[config.mk]
export PLATFORM = sky130hd
export DESIGN_NAME = hamming_31_26_decoder_byte_packer
export DESIGN_NICKNAME = d
export VERILOG_FILES = /design/src/rtl/hdbp_pkg.sv /design/src/rtl/hamming_31_26_decoder_byte_packer.sv /design/src/rtl/hdbp_front.sv /design/src/rtl/hdbp_queue.sv /design/src/rtl/hdbp_packer.sv
export SDC_FILE = /design/constraint.sdc
export NUM_CORES = 1
export LEC_CHECK = 0
export BUFFER_PORTS_ARGS = -buffer_cell sky130_fd_sc_hd__buf_2
export CAP_MARGIN = 20
export CORE_ASPECT_RATIO = 1.1
export CORE_MARGIN = 5
export CORE_UTILIZATION = 40
export CTS_CLUSTER_SIZE = 24
export DETAILED_ROUTE_END_ITERATION = 8
export SYNTH_ARGS = -nofsm -noshare
export SYNTH_HDL_FRONTEND = slang
export SYNTH_SLANG_ARGS = --single-unit
[constraint.sdc]
create_clock -name clk_i -period 8.8 [get_ports clk_i]
set_input_delay 0.44 -clock clk_i [delete_from_list [all_inputs] [get_ports clk_i]]
set_output_delay 0.44 -clock clk_i [all_outputs]
set_load 0.01 [all_outputs]
[src/rtl/hdbp_pkg.sv]
// shared types, constants and decode functions of the hamming(31,26) decoder and byte packer
package hdbp_pkg;

  localparam int CwBits    = 31;
  localparam int DataBits  = 26;
  localparam int SynBits   = 5;
  localparam int ByteBits  = 8;
  localparam int LeftBits  = 6;
  localparam int CntBits   = 32;
  localparam int QueueDepth = 4;
  localparam int QPtrBits  = $clog2(QueueDepth);

  // one decoded codeword waiting for the packer
  typedef struct packed {
    logic [DataBits-1:0] data;
    logic [SynBits-1:0]  syn;
    logic                corr;
    logic [CntBits-1:0]  total;
  } entry_t;

  // syndrome bit i is the parity of every position whose index has bit i set
  function automatic logic [SynBits-1:0] syndrome_of(logic [CwBits-1:0] cw);
    logic [SynBits-1:0] s;
    s = '0;
    for (int i = 0; i < SynBits; i++) begin
      for (int pos = 1; pos <= CwBits; pos++) begin
        if (((pos >> i) & 1) == 1) begin
          s[i] = s[i] ^ cw[pos-1];
        end
      end
    end
    return s;
  endfunction

  // data positions in ascending order, first one ends up in the msb
  function automatic logic [DataBits-1:0] extract_data(logic [CwBits-1:0] cw);
    logic [DataBits-1:0] d;
    d = '0;
    for (int pos = 1; pos <= CwBits; pos++) begin
      if ((pos & (pos - 1)) != 0) begin
        d = {d[DataBits-2:0], cw[pos-1]};
      end
    end
    return d;
  endfunction

endpackage

[src/rtl/hamming_31_26_decoder_byte_packer.sv]
// top level of the hamming(31,26) single-error-correcting decoder with byte packer
// Each codeword pushed in is decoded in the cycle it is taken: the 5-bit syndrome is
// formed, a nonzero syndrome flips that position and bumps a saturating 32-bit count of
// corrected codewords, and the 26 data bits are lifted out in position order. The
// decoded word goes into a four-entry queue; the packer behind it joins it to the 0, 2,
// 4 or 6 bits left over from earlier codewords and hands out one byte per cycle, msb
// first, through a single result register, while pop keeps that register drained. A
// codeword gives 3 or 4 bytes and holds the packer until the last of them; that
// byte-a-cycle packer sets the sustained rate. The queue entry is freed only on the
// last byte, so a burst of four codewords, or five when the packer drains a three-byte
// codeword meanwhile, can be taken in consecutive cycles before full rises. Every byte
// carries the syndrome, the corrected flag and the count after its codeword, and the
// final byte of each codeword has last_of_block set. Double errors are not detected.
// Reset clears leftover bits, the count and the queue; no clearing pass is needed.
module hamming_31_26_decoder_byte_packer (
  input  logic                             clk_i,
  input  logic                             rst_ni,
  // request side
  input  logic                             push,
  output logic                             full,
  input  logic [hdbp_pkg::CwBits-1:0]      codeword_i,
  // result side
  output logic                             empty,
  input  logic                             pop,
  output logic [hdbp_pkg::ByteBits-1:0]    data_byte_o,
  output logic                             last_of_block_o,
  output logic                             block_corrected_o,
  output logic [hdbp_pkg::SynBits-1:0]     error_position_o,
  output logic [hdbp_pkg::CntBits-1:0]     corrected_total_o
);

  logic             q_wr;
  logic             q_full;
  logic             q_rd;
  logic             q_empty;
  hdbp_pkg::entry_t q_wdata;
  hdbp_pkg::entry_t q_head;

  assign full = q_full;

  // decode and count
  hdbp_front u_front (
    .clk_i      (clk_i),
    .rst_ni     (rst_ni),
    .push       (push),
    .codeword_i (codeword_i),
    .q_full_i   (q_full),
    .q_wr_o     (q_wr),
    .q_wdata_o  (q_wdata)
  );

  // decoded words wait here while the packer drains bytes
  hdbp_queue u_queue (
    .clk_i   (clk_i),
    .rst_ni  (rst_ni),
    .wr_i    (q_wr),
    .wdata_i (q_wdata),
    .full_o  (q_full),
    .rd_i    (q_rd),
    .rdata_o (q_head),
    .empty_o (q_empty)
  );

  // byte packing and result register
  hdbp_packer u_packer (
    .clk_i             (clk_i),
    .rst_ni            (rst_ni),
    .head_i            (q_head),
    .head_empty_i      (q_empty),
    .head_rd_o         (q_rd),
    .pop               (pop),
    .empty             (empty),
    .data_byte_o       (data_byte_o),
    .last_of_block_o   (last_of_block_o),
    .block_corrected_o (block_corrected_o),
    .error_position_o  (error_position_o),
    .corrected_total_o (corrected_total_o)
  );

endmodule

[src/rtl/hdbp_front.sv]
// front end: syndrome, single-bit correction, data extraction and correction counter
module hdbp_front (
  input  logic                            clk_i,
  input  logic                            rst_ni,
  input  logic                            push,
  input  logic [hdbp_pkg::CwBits-1:0]     codeword_i,
  input  logic                            q_full_i,
  output logic                            q_wr_o,
  output hdbp_pkg::entry_t                q_wdata_o
);

  logic [hdbp_pkg::SynBits-1:0] syn;
  logic                         corr;
  logic [hdbp_pkg::CwBits-1:0]  fixed_cw;
  logic [hdbp_pkg::CntBits-1:0] count_q, count_d;

  assign syn      = hdbp_pkg::syndrome_of(codeword_i);
  assign corr     = (syn != '0);
  assign fixed_cw = corr ? (codeword_i ^ (hdbp_pkg::CwBits'(1) << (syn - 5'd1))) : codeword_i;
  assign q_wr_o   = push & ~q_full_i;

  // saturating count of corrected codewords
  always_comb begin
    count_d = count_q;
    if (q_wr_o && corr && (count_q != '1)) begin
      count_d = count_q + 32'd1;
    end
  end

  always_ff @(posedge clk_i or negedge rst_ni) begin
    if (!rst_ni) begin
      count_q <= '0;
    end else begin
      count_q <= count_d;
    end
  end

  assign q_wdata_o.data  = hdbp_pkg::extract_data(fixed_cw);
  assign q_wdata_o.syn   = syn;
  assign q_wdata_o.corr  = corr;
  assign q_wdata_o.total = count_d;

endmodule

[src/rtl/hdbp_queue.sv]
// short queue of decoded codewords between front end and packer
module hdbp_queue (
  input  logic             clk_i,
  input  logic             rst_ni,
  input  logic             wr_i,
  input  hdbp_pkg::entry_t wdata_i,
  output logic             full_o,
  input  logic             rd_i,
  output hdbp_pkg::entry_t rdata_o,
  output logic             empty_o
);

  hdbp_pkg::entry_t                 mem_q [hdbp_pkg::QueueDepth];
  logic [hdbp_pkg::QPtrBits-1:0]    wr_ptr_q, rd_ptr_q;
  logic [hdbp_pkg::QPtrBits:0]      fill_q;

  assign full_o  = (fill_q == (hdbp_pkg::QPtrBits+1)'(hdbp_pkg::QueueDepth));
  assign empty_o = (fill_q == '0);
  assign rdata_o = mem_q[rd_ptr_q];

  always_ff @(posedge clk_i) begin
    if (wr_i) begin
      mem_q[wr_ptr_q] <= wdata_i;
    end
  end

  always_ff @(posedge clk_i or negedge rst_ni) begin
    if (!rst_ni) begin
      wr_ptr_q <= '0;
      rd_ptr_q <= '0;
      fill_q   <= '0;
    end else begin
      if (wr_i) begin
        wr_ptr_q <= wr_ptr_q + 1'b1;
      end
      if (rd_i) begin
        rd_ptr_q <= rd_ptr_q + 1'b1;
      end
      if (wr_i && !rd_i) begin
        fill_q <= fill_q + 1'b1;
      end else if (rd_i && !wr_i) begin
        fill_q <= fill_q - 1'b1;
      end
    end
  end

endmodule

[src/rtl/hdbp_packer.sv]
// back end: packs data bits into result register bytes, one a cycle unless stalled
module hdbp_packer (
  input  logic                             clk_i,
  input  logic                             rst_ni,
  input  hdbp_pkg::entry_t                 head_i,
  input  logic                             head_empty_i,
  output logic                             head_rd_o,
  input  logic                             pop,
  output logic                             empty,
  output logic [hdbp_pkg::ByteBits-1:0]    data_byte_o,
  output logic                             last_of_block_o,
  output logic                             block_corrected_o,
  output logic [hdbp_pkg::SynBits-1:0]     error_position_o,
  output logic [hdbp_pkg::CntBits-1:0]     corrected_total_o
);

  logic [hdbp_pkg::LeftBits-1:0] left_q, left_d;
  logic [2:0]                    left_cnt_q, left_cnt_d;
  logic [1:0]                    k_q, k_d;
  logic                          out_valid_q;

  logic [31:0] acc;
  logic [5:0]  total;
  logic [2:0]  nbytes;
  logic [2:0]  k_next;
  logic [5:0]  sh;
  logic [31:0] shifted;
  logic [2:0]  rem;
  logic [6:0]  mask;
  logic        last;
  logic        advance;

  assign acc     = {left_q, head_i.data};
  assign total   = {3'd0, left_cnt_q} + 6'd26;
  assign nbytes  = total[5:3];
  assign k_next  = {1'b0, k_q} + 3'd1;
  assign sh      = total - {k_next, 3'd0};
  assign shifted = acc >> sh;
  assign rem     = total[2:0];
  assign mask    = (7'd1 << rem) - 7'd1;
  assign last    = (k_next == nbytes);

  assign empty     = ~out_valid_q;
  assign advance   = ~head_empty_i & (~out_valid_q | pop);
  assign head_rd_o = advance & last;

  always_comb begin
    left_d     = left_q;
    left_cnt_d = left_cnt_q;
    k_d        = k_q;
    if (advance) begin
      if (last) begin
        left_d     = acc[hdbp_pkg::LeftBits-1:0] & mask[hdbp_pkg::LeftBits-1:0];
        left_cnt_d = rem;
        k_d        = '0;
      end else begin
        k_d = k_next[1:0];
      end
    end
  end

  always_ff @(posedge clk_i or negedge rst_ni) begin
    if (!rst_ni) begin
      left_q      <= '0;
      left_cnt_q  <= '0;
      k_q         <= '0;
      out_valid_q <= 1'b0;
    end else begin
      left_q     <= left_d;
      left_cnt_q <= left_cnt_d;
      k_q        <= k_d;
      if (advance) begin
        out_valid_q <= 1'b1;
      end else if (pop) begin
        out_valid_q <= 1'b0;
      end
    end
  end

  always_ff @(posedge clk_i) begin
    if (advance) begin
      data_byte_o       <= shifted[hdbp_pkg::ByteBits-1:0];
      last_of_block_o   <= last;
      block_corrected_o <= head_i.corr;
      error_position_o  <= head_i.syn;
      corrected_total_o <= head_i.total;
    end
  end

endmodule
==> flow_summary_export.csv <==
group,metric,value,unit
run_status,status,"finished, final reports clean",
grt,grt-ovfl-total,0,
synth,netlist_area,15400,um^2
worst_setup_path,timing.critical_path.max_delay_family,"adder cells",
die,design.die.area,42600,um^2
synth,synth_top_area_share,59.0,%
clocking,cts_buffers,36,
synth,synth.distinct_cells,53,
placed_design,numPortBuffers,83,
sta,setup_violations,0,
die,die-height,216,um
die,fp.dieW,197,um
grt,grt_start_max_net_pins,58,
worst_setup_path,critPathBufInv,3,
drt,first_iter_violations,594,
worst_setup_path,setup.worst_path.class,"flop to flop",
die,initial_core_util,40.5,%
cells_and_area,drive_gt1_share,26.6,%
worst_setup_path,critical-path-top-cell-by-count,"sky130_fd_sc_hd__ha_1",
synth,register_bit_count_reported_by_yosys,353,
worst_setup_path,regToRegSetupSlack,5.00,ns
hold_path,hold_path_class,"input pin to asynchronous set/reset pin",
worst_setup_path,cp-end-kind,"flop",
pwr,static-leakage-power,6.25,nW
synth,synthesis.nets,924,
clocking,buffers_from_clock_root_to_sink_at_most,3,
placed_design,dp.final_hpwl,21.3,mm
clocking,clock_sinks,353,
sta,timing_worst_slew_pin_value,0.959,ns
synth,avg_synthesized_cell_area,17.6,um^2
sta,period_share,43.2,%
clocking,post_cts_hold_buffer_count,0,
cells_and_area,area_growth_from_synthesis_to_final_layout,13.5,%
cells_and_area,fin_cells,1499,
synth,synth.area.top_cells,"sky130_fd_sc_hd__edfxtp_1 (59%), sky130_fd_sc_hd__mux4_2 (14%), sky130_fd_sc_hd__dfrtp_1 (8.1%)",
sta,min_period,3.80,ns
die,io-pin-count,84,
cells_and_area,antennaDiodeCount,0,
sta,maxClockFrequency,0.263,GHz
synth,synthTopCellsByCount,"sky130_fd_sc_hd__edfxtp_1 (303), sky130_fd_sc_hd__mux4_2 (94), sky130_fd_sc_hd__xnor2_1 (75)",
drt,avgViaCountPerCell,5.25,
synth,synthMostInstantiatedCell,"sky130_fd_sc_hd__edfxtp_1",
cells_and_area,design.final.nets,1020,
pwr,power.density,362,nW/um^2
worst_setup_path,slowest_delay,0.67,ns
sta,grt_setup_unrepaired,"false",
drt,post_drt_wl_per_cell,21.6,um
worst_setup_path,worstPathRequired,9.21,ns
drt,detail_route.first_pass.iterations,5,
worst_setup_path,worst_setup_path_start_kind,"flop",
clocking,cts_root_buffer,"sky130_fd_sc_hd__clkbuf_16",
worst_setup_path,biggest_fanout_along_the_worst_timing_path,48,
worst_setup_path,timing.critical_path.arrival,4.20,ns
clocking,clk_pin_slew_worst_paths,0.06,ns
synth,yosysTopAreaCell,"sky130_fd_sc_hd__edfxtp_1",
grt,grt_antenna_before_repair,0,
drt,vias,7866,
clocking,worstSkewPairLatency,0.53,ns
drt,drt.antenna.violating_nets,0,
pwr,irDropWorstVdd,0.220,mV
clocking,cts_tree,"done",
clocking,post_cts.repair.setup_buffers,0,
synth,synth_edf_count,303,
sta,final.setup.worst_slack,5.00,ns
drt,route.final.wire_length,32.4,mm
synth,synth.yosys.seq_area_share,67.1,%
die,row_count,75,
clocking,ctsHtreeMaxLevel,2,
sta,report.final.hold_viol_count,0,
placed_design,gp_congestion,0.815,
flow_run,max_cap_violations,0,
grt,first_global_vias,8497,
synth,synthesis.instances,876,
worst_setup_path,critical_path.slowest_cell,"sky130_fd_sc_hd__ha_1",
synth,postSynth.topFlopCell,"sky130_fd_sc_hd__edfxtp_1",
synth,synth-async-reset-ratio,14.2,%
sta,fin_setup_tns,0,ns
synth,ys.warnings.count,0,
placed_design,place_worst_setup_slack,4.82,ns
drt,drc,0,
grt,grt_use_total,15.4,%
grt,grt_pass1_wl,51.0,mm
worst_setup_path,path_cells,"buf_4, ha_1, ha_1, and3_1, and2_1, inv_2, ha_1, inv_1, fa_1, mux2_2",
sta,max-slew-margin-rel,36.1,%
sta,max_transition_viols_final,0,
placed_design,place_inst,1434,
die,core,38100,um^2
clocking,number_of_cells_upsized_or_downsized_after_cts,0,
sta,timing.clock.skew,0.0163,ns
==> path summary, 6_finish.rpt <==
path                                               startpoint  cells past startpoint                                to
max                        u_packer.left_cnt_q[1]$_DFFE_PN0P_                     10     u_queue.fill_q[1]$_DFFE_PN0P_
min                                                    rst_ni                      2      u_front.count_q[1]$_DFF_PN0_
max reg2reg                u_packer.left_cnt_q[1]$_DFFE_PN0P_                     10     u_queue.fill_q[1]$_DFFE_PN0P_
min reg2reg                     u_queue.fill_q[2]$_DFFE_PN0P_                      1     u_queue.fill_q[2]$_DFFE_PN0P_
max in group asynchronous                              rst_ni                      2   u_queue.rd_ptr_q[0]$_DFFE_PN0P_
min in group clk_i                                        pop                      2  u_packer.out_valid_q$_DFFE_PN0P_
==> layout by cell type (no fill, tap or decap), types with 9 or more instances in the layout <==
cell type	n
sky130_fd_sc_hd__mux4_2	94
sky130_fd_sc_hd__mux2_2	9
sky130_fd_sc_hd__xor2_1	26
sky130_fd_sc_hd__mux2i_1	14
sky130_fd_sc_hd__o21ai_0	9
sky130_fd_sc_hd__clkbuf_16	37
sky130_fd_sc_hd__a211oi_1	13
sky130_fd_sc_hd__nand2_1	66
sky130_fd_sc_hd__ha_1	11
sky130_fd_sc_hd__xnor2_1	75
sky130_fd_sc_hd__buf_2	83
sky130_fd_sc_hd__nor3_1	13
sky130_fd_sc_hd__edfxtp_1	303
sky130_fd_sc_hd__nand3_1	15
sky130_fd_sc_hd__nor2_1	28
sky130_fd_sc_hd__nand4_1	15
sky130_fd_sc_hd__buf_4	11
sky130_fd_sc_hd__clkbuf_1	9
sky130_fd_sc_hd__inv_1	14
sky130_fd_sc_hd__dfrtp_1	48
==> power breakdown <==
group          internal (mW)  switching, mW
Sequential              2.40          0.218
Combinational          0.981           1.29
Clock                  0.815          0.622
==> flip-flops by register name (all words and copies together), names as in the netlist, 2 cells and up <==
register,flops
u_front.count_q,32
u_packer.corrected_total_o,32
u_packer.data_byte_o,8
u_packer.error_position_o,5
u_packer.k_q,2
u_packer.left_cnt_q,2
u_packer.left_q,6
u_queue.fill_q,3
u_queue.mem_q,256
u_queue.rd_ptr_q,2
u_queue.wr_ptr_q,2
==> per-stage QoR <==
stage | power [mW] | util [%] | area, um^2 | hold WS (ns)
CTS | 6.43 | 45.9 | 17500 | 0.0654
detailed placement | 4.97 | 43.1 | 16400 | 0.482
floorplan | 4.28 | - | 15400 | 0.144
global route | 6.72 | 45.9 | 17500 | 0.0964
global placement | 4.95 | 43.1 | 16400 | 0.485
finish | 6.33 | 45.9 | 17500 | 0.0458
==> kinds of logic (layout without fill, tap and decap cells) <==
group | after synthesis | count (layout) | share of synthesized area, %
AO/OA/AOI/OAI | 46 | 46 | 2.13
flip-flops | 353 | 353 | 67.1
XOR/XNOR | 110 | 110 | 7.01
buffers and inverters | 55 | 178 | 1.45
adder cells (fa/ha/maj) | 13 | 13 | 1.15
multiplexers | 117 | 117 | 15.3
AND/OR/NAND/NOR | 182 | 182 | 5.83
==> layer usage <==
metal	global-route usage [%]	part of all wire (%)	vias to the layer above
met5	0	0	-
met4	3.51	1.6	0
met3	2.39	4.1	36
met2	25.0	49	168
met1	22.1	46	4056
li1	-	-	3606
==> layout make-up <==
| cell class | instances | area (um^2) |
|---|---|---|
| Clock buffer | 47 | 973 |
| Fill cell | 3333 | 20600 |
| Clock inverter | 18 | 130 |
| Multi-Input combinational cell | 468 | 4850 |
| Sequential cell | 353 | 10400 |
| Timing Repair Buffer | 94 | 498 |
| Tap cell | 500 | 626 |
| Inverter | 19 | 71.3 |
(Power assumes the default switching activity.)
